==> config.mk <==
export PLATFORM = sky130hd
export DESIGN_NAME = mhq_rotate_cell
export DESIGN_NICKNAME = d
export VERILOG_FILES = /design/src/design/mhq_pkg.sv /design/src/design/mhq_rotate_cell.sv
export SDC_FILE = /design/constraint.sdc
export NUM_CORES = 1
export LEC_CHECK = 0
export ABC_CLOCK_PERIOD_IN_PS = 17950
export BUFFER_PORTS_ARGS = -buffer_cell sky130_fd_sc_hd__buf_4
export CORE_UTILIZATION = 64
export DETAILED_ROUTE_END_ITERATION = 7
export PLACE_DENSITY = 0.88
export SLEW_MARGIN = 0
export SYNTH_ARGS = -nofsm -noshare
export SYNTH_HDL_FRONTEND = slang
export SYNTH_SLANG_ARGS = --single-unit
==> constraint.sdc <==
create_clock -name clock -period 17.95 [get_ports clock]
set_input_delay 1.795 -clock clock [delete_from_list [all_inputs] [get_ports clock]]
set_output_delay 1.795 -clock clock [all_outputs]
set_load 0.02 [all_outputs]
==> src/design/mhq_pkg.sv <==
// Shared types, constants and arctangent table for the heading/quaternion pipeline.
`timescale 1ns / 1ps

package mhq_pkg;

   localparam int SAMPLE_WIDTH = 16;
   localparam int ANGLE_STAGES = 16;
   localparam int TABLE_LEN    = 24;
   localparam int N_STAGES     = (ANGLE_STAGES < TABLE_LEN) ? ANGLE_STAGES : TABLE_LEN;
   localparam int IDX_W        = $clog2(TABLE_LEN);

   // samples are lifted to a 2^39 full scale; CORDIC gain needs headroom above that
   localparam int XY_W     = 43;
   localparam int SCALE_SH = 40 - SAMPLE_WIDTH;
   localparam int ANG_W    = 34;
   localparam int CS_W     = 33;

   localparam int HEADING_W = 16;
   localparam int QZ_W      = 16;
   localparam int QW_W      = 15;

   localparam logic signed [ANG_W-1:0] QUARTER_TURN = ANG_W'(32'sh40000000);
   localparam logic signed [CS_W-1:0]  INV_GAIN     = CS_W'(32'sd652032874);
   localparam logic [QW_W-1:0]         QUAT_ONE     = QW_W'(16384);

   localparam logic signed [ANG_W-1:0] ATAN_TAB [TABLE_LEN] = '{
      ANG_W'(32'sh20000000), ANG_W'(32'sh12E4051E), ANG_W'(32'sh09FB385B),
      ANG_W'(32'sh051111D4), ANG_W'(32'sh028B0D43), ANG_W'(32'sh0145D7E1),
      ANG_W'(32'sh00A2F61E), ANG_W'(32'sh00517C55), ANG_W'(32'sh0028BE53),
      ANG_W'(32'sh00145F2F), ANG_W'(32'sh000A2F98), ANG_W'(32'sh000517CC),
      ANG_W'(32'sh00028BE6), ANG_W'(32'sh000145F3), ANG_W'(32'sh0000A2FA),
      ANG_W'(32'sh0000517D), ANG_W'(32'sh000028BE), ANG_W'(32'sh0000145F),
      ANG_W'(32'sh00000A2F), ANG_W'(32'sh00000517), ANG_W'(32'sh0000028B),
      ANG_W'(32'sh00000145), ANG_W'(32'sh000000A2), ANG_W'(32'sh00000051)
   };

   typedef struct packed {
      logic signed [SAMPLE_WIDTH-1:0] field_x;
      logic signed [SAMPLE_WIDTH-1:0] field_y;
   } req_payload_type;

   typedef struct packed {
      logic signed [HEADING_W-1:0] heading;
      logic signed [QZ_W-1:0]      quat_z;
      logic [QW_W-1:0]             quat_w;
   } rsp_payload_type;

   typedef struct packed {
      logic signed [XY_W-1:0]  x;
      logic signed [XY_W-1:0]  y;
      logic signed [ANG_W-1:0] ang;
      logic                    zero;
   } vec_data_type;

   typedef struct packed {
      logic signed [CS_W-1:0]      c;
      logic signed [CS_W-1:0]      s;
      logic signed [ANG_W-1:0]     r;
      logic signed [HEADING_W-1:0] heading;
      logic                        zero;
   } rot_data_type;

   function automatic logic signed [ANG_W-1:0] atan_entry(input logic [IDX_W-1:0] idx);
      logic signed [ANG_W-1:0] val;
      val = '0;
      if (32'(idx) < TABLE_LEN) begin
         val = ATAN_TAB[idx];
      end
      return val;
   endfunction

endpackage

==> src/design/mhq_rotate_cell.sv <==
// One rotation CORDIC cell: turns (cos, sin) by the next table angle toward the residual.
`timescale 1ns / 1ps

module mhq_rotate_cell (
   input  logic                       clock,
   input  logic                       reset,
   input  logic [mhq_pkg::IDX_W-1:0]  stage_idx,
   input  logic                       in_valid,
   input  mhq_pkg::rot_data_type      in_data,
   input  logic                       advance,
   output logic                       valid_ff,
   output mhq_pkg::rot_data_type      data_ff
);
   import mhq_pkg::*;

   logic                    valid_in;
   rot_data_type            data_in;
   logic signed [CS_W-1:0]  dc;
   logic signed [CS_W-1:0]  ds;
   logic signed [ANG_W-1:0] step;

   always_comb begin
      dc      = in_data.s >>> stage_idx;
      ds      = in_data.c >>> stage_idx;
      step    = atan_entry(stage_idx);
      data_in = in_data;
      if (!in_data.r[ANG_W-1]) begin
         data_in.c = in_data.c - dc;
         data_in.s = in_data.s + ds;
         data_in.r = in_data.r - step;
      end else begin
         data_in.c = in_data.c + dc;
         data_in.s = in_data.s - ds;
         data_in.r = in_data.r + step;
      end
      valid_in = advance ? in_valid : valid_ff;
   end

   always_ff @(posedge clock) begin
      if (reset) begin
         valid_ff <= 1'b0;
      end else begin
         valid_ff <= valid_in;
      end
   end

   always_ff @(posedge clock) begin
      if (advance) begin
         data_ff <= data_in;
      end
   end

endmodule

# After elaboration in Yosys (flattened, before gate mapping)

Memory sizes are Yosys's and may differ from the RTL's.
Index checks and enable logic that the tools add are counted.
Widths: inputs -> output; s select.

Add/sub/neg operators: 6
Magnitude comparators: 2
Shifts and indexed selects: 2
Multiplexer cells: 4
Bitwise operators: 1

Operator list:

| cell               | number |
|---|---|
| $mux 34            | 3 |
| $mux 100           | 1 |
| $add 33x33->33     | 2 |
| $sshr 33x5->33     | 2 |
| $sub 33x33->33     | 2 |
| $add 34x34->34     | 1 |
| $sub 34x34->34     | 1 |
| $ge 6x6->1 const B | 1 |
| $not 5->6          | 1 |
| $lt 5x5->1 const B | 1 |

Register bits: 118
Memory bits (read-only): 1088
Output and inout bits: 118
Word-level logic and storage cells: 22
Memories: 1

Memory list:

| name             | words | bits a word | rd ports | clocked after Yosys merged registers in | write ports | RTL line      | RTL |
|---|---|---|---|---|---|---|---|
| (name not given) | 32    | 34          | 1        | 0                                       | 0           | mhq_pkg.sv:67 | `val = ATAN_TAB[idx];` |

# Longest topological paths before layout

Word-level depth: 7
Mapped depth: 29
Depth with buffers taken out: 24

# Worst setup path before layout

No wires, ideal clock.

Path type: input-to-reg
Start point: input port stage_idx[1] in the netlist's numbering
End point: register data_ff[49] in the netlist's numbering, data pin
Setup time: 0.258 ns
Arrival time: 7.414 ns
Required time: 17.692 ns
Path slack: 10.279 ns
Cell stages on the path: 25
Buffers on the path: 5
Cells stage by stage: buf_2 -> inv_1 -> buf_4 -> buf_1 -> ha_1 -> clkbuf_1 -> and2_1 -> a311o_1 -> a221oi_1 -> nand4bb_1 -> nor4_1 -> a21oi_1 -> clkbuf_1 -> xnor2_1 -> ha_1 -> a21o_1 -> a21o_1 -> a2111o_1 -> a21oi_1 -> o31ai_1 -> a311o_1 -> a31oi_1 -> o21ai_0 -> a21oi_1 -> xnor2_1

RTL lines:

| item                 | RTL line              | RTL |
|---|---|---|
| from (decl)          | mhq_rotate_cell.sv:7  | `input logic [mhq_pkg::IDX_W-1:0] stage_idx,` |
| to (signal assigned) | mhq_rotate_cell.sv:49 | `data_ff <= data_in;` |
| to (decl)            | mhq_rotate_cell.sv:12 | `output mhq_pkg::rot_data_type data_ff` |

==> impl_metrics.csv <==
group,metric,value,unit
power,p_leak,7.53,nW
global_route,grt_pass1_vias,15400,
floorplanning,die_area,25200,µm²
placement,hpwl,41.6,mm
floorplanning,start_util,0.661,
final_layout,num-fill-cells,1675,
timing,finalSetupTns,0,ns
cts,cts.sinks,118,
timing,slew_headroom,0.165,
route,drtIter0Drc,2489,
hold_path,min_to,"valid_ff$_SDFFE_PP0P_",
cts,htree_levels,4,
logic_synthesis,ys_ff_latch,118,
timing,tightest_slew,1.25,ns
route,postRouteAntennaNets,0,
logic_synthesis,ys.flop_type,"edfxtp_1",
worst_setup_path,crit_fanout,57,
floorplanning,io_pins,244,
cts,cts_tree,"yes",
global_route,grt_antenna_before_repair,0,
final_layout,fin_nets,2147,
logic_synthesis,ys_warn_count,0,
floorplanning,rows,56,
route,post_drt_via_cell_ratio,7.13,
final_layout,syn_to_final_growth,15.3,%
logic_synthesis,synth_area_leaders,"edfxtp_1 22%, mux4_2 11%, ha_1 8.5%, a21oi_1 5.6%, xnor2_1 5.5%",
worst_setup_path,crit_path_top_delay_cell,"nor3_1",
timing,slew_viol_final,0,
logic_synthesis,yosysSeqAreaShare,0.225,
power,vdd_drop_max,0.0000715,V
flow_run,cap_violations,0,
final_layout,n_antenna_cell,0,
worst_setup_path,cp.arrival,8.69,ns
cts,hold_buffers,0,
global_route,grt.total_usage,0.447,
hold_path,hp-start,"valid_ff$_SDFFE_PP0P_",
logic_synthesis,synth_nets,1963,
worst_setup_path,crit_required,18.13,ns
power,p_sw,693,µW
worst_setup_path,cpPeakStageDelay,0.67,ns
worst_setup_path,reg2reg_depth,2,
power,power,1.65,mW
timing,clock_skew,0,ns
final_layout,drive_above_1_share,0.226,
worst_setup_path,startpoint_type,"input port",
timing,finalCritPeriodShare,0.474,
worst_setup_path,setup.worst_path.class,"input port to flop",
worst_setup_path,path_delay_family,"compound AO/OA/AOI/OAI gates",
cts,root_buffer,"clkbuf_16",
power,p_comb_frac,0.518,
worst_setup_path,rrSetupSlack,17.33,ns
floorplanning,die_w,159,µm
worst_setup_path,end_kind,"flop",
power,powerDensity,91.2,nW/µm²
power,power_frac_seq,0.253,
global_route,grt_first_pass_wirelength,84.7,mm
timing,final_hold_viol_count,0,
logic_synthesis,synth_top_area_share,0.224,
worst_setup_path,r2r_start,"valid_ff$_SDFFE_PP0P_",
power,power.internal,959,µW
final_layout,layout_common_cells,"256 x buf_4, 176 x a21oi_1, 146 x nand2_1",
route,remaining_drc_errors,0,
placement,place.port_buffers,243,
status,status,"finished, final reports clean",
power,p_clk_frac,0.228,
route,via_count,16000,
placement,gp_congestion,1.06,
logic_synthesis,async_reset_ff_frac,0,
route,wl_per_cell,25.0,µm
worst_setup_path,crit_path_cell_trace,"buf_4 -> buf_4 -> mux4_2 -> mux2i_1 -> o211ai_1 -> nor3_1 -> nor4bb_1 -> and4_1 -> and2_1 -> a21oi_1 -> xor2_1 -> ha_1 -> a21o_1 -> a31o_2 -> and3b_1 -> o21ai_0 -> o311ai_0 -> a41oi_1 -> a21oi_1 -> a21bo_2 -> o41ai_1 -> xnor2_1",
timing,setup_violations,0,
global_route,grt.overflow.total,0,
hold_path,min_path_type,"flop to flop",
timing,rsz0062_at_grt,"no",
logic_synthesis,avgSynthCellArea,9.10,µm²
cts,cts_setup_buffers,0,
logic_synthesis,synth_edf_count,117,
hold_path,hold_depth,2,
cts,cts_resized,0,
route,drt-total-wl,56.1,mm
logic_synthesis,synthesis.instances,1727,
power,p_sw_frac,0.419,
cts,numCtsBuffers,17,
timing,period_needed,8.51,ns
worst_setup_path,critPathBufInv,2,
cts,cts.reportedPaths.clkPinSlew,0.07,ns
logic_synthesis,yosys.cell_types.count,95,
timing,max_freq,0.118,GHz
logic_synthesis,yosysTopAreaCell,"edfxtp_1",
final_layout,final_common_cell,"buf_4",
global_route,grt_max_degree,64,
route,firstDrtPassIters,6,
floorplanning,core,23800,µm²
floorplanning,dieHeight,159,µm
worst_setup_path,worstReg2RegEnd,"valid_ff$_SDFFE_PP0P_",
cts,cts.path.max_buffers,2,
logic_synthesis,synth.cell_area,15700,µm²
cts,clock_latency,0.44,ns
## worst min-delay path, cell delays in order (launching register included)
cell     delay [ns]
dfxtp_1        0.33
mux2i_1        0.08
nor2_1         0.09
## power groups by stage
stage / registers [mW] / logic, mW / clock network [mW]
final: 0.418 / 0.856 / 0.377
after global routing: 0.425 / 0.911 / 0.384
after CTS: 0.419 / 0.835 / 0.373
after detailed placement: 0.423 / 0.828 / 0
after global placement: 0.421 / 0.797 / 0
after floorplan: 0.507 / 0.473 / 0
## synthesized netlist by cell type (26+ instances only)
master,count
mux4_2,76
clkbuf_1,34
nor2_1,143
a21o_1,42
nand3_1,40
nand2b_1,27
inv_1,45
mux2_2,27
nand2_1,146
mux2i_1,44
o21ai_0,94
xor2_1,68
a21oi_1,176
nor3_1,26
edfxtp_1,117
xnor2_1,98
ha_1,107
## state kept, by name (all words and copies together), names as in the netlist
| signal | flops |
|---|---|
| data_ff | 117 |
| valid_ff | 1 |
## worst max-delay path by stage
| stage | from | to | slack (ns) | depth (start not counted) |
|---|---|---|---|---|
| floorplan | stage_idx[1] | data_ff[49]$_DFFE_PP_ | 10.28 | 25 |
| global placement | stage_idx[1] | data_ff[49]$_DFFE_PP_ | 9.52 | 21 |
| detailed placement | stage_idx[1] | data_ff[49]$_DFFE_PP_ | 9.24 | 21 |
| CTS | stage_idx[1] | data_ff[49]$_DFFE_PP_ | 9.64 | 21 |
| global route | stage_idx[0] | data_ff[49]$_DFFE_PP_ | 8.91 | 21 |
| finish | stage_idx[2] | data_ff[113]$_DFFE_PP_ | 9.44 | 22 |
## metal layers
| metal | vias to the layer above | track usage | part of all wire |
|---|---|---|---|
| li1 | 6982 | - | - |
| met1 | 7435 | 0.526 | 0.35 |
| met2 | 1253 | 0.730 | 0.46 |
| met3 | 314 | 0.0876 | 0.11 |
| met4 | 0 | 0.319 | 0.075 |
| met5 | - | 0 | 0 |
## metrics by stage
stage | setup WS [ns] | utilization | hold WS [ns] | std cells | area (µm²)
6_report | 9.44 | 0.763 | 0.537 | 2243 | 18100
5_1_grt | 8.91 | 0.763 | 0.571 | 2243 | 18100
4_1_cts | 9.64 | 0.763 | 0.535 | 2243 | 18100
3_5_place_dp | 9.24 | 0.737 | 0.518 | 2211 | 17500
3_3_place_gp | 9.52 | 0.737 | 0.479 | 2211 | 17500
2_1_floorplan | 10.28 | - | 0.579 | 1727 | 15700
## logic make-up after synthesis
kind of cell    after synthesis  share of synthesized area
flops                       118                      0.225
mux                         160                      0.174
simple gates                506                      0.156
xor+xnor                    166                     0.0925
fa+ha+maj                   110                     0.0890
buf+inv                     140                     0.0455
compound gates              527                      0.218
## final cells by class
cell class | count | area, µm² | share of cell area
clock buffer | 17 | 425 | 0.0235
clock inverter | 15 | 181 | 0.0100
inverter | 48 | 180 | 0.00994
multi-input combinational | 1469 | 11500 | 0.633
sequential | 118 | 3530 | 0.195
tap | 319 | 399 | 0.0220
timing repair buffer | 257 | 1930 | 0.107
(Power assumes the default switching activity.)
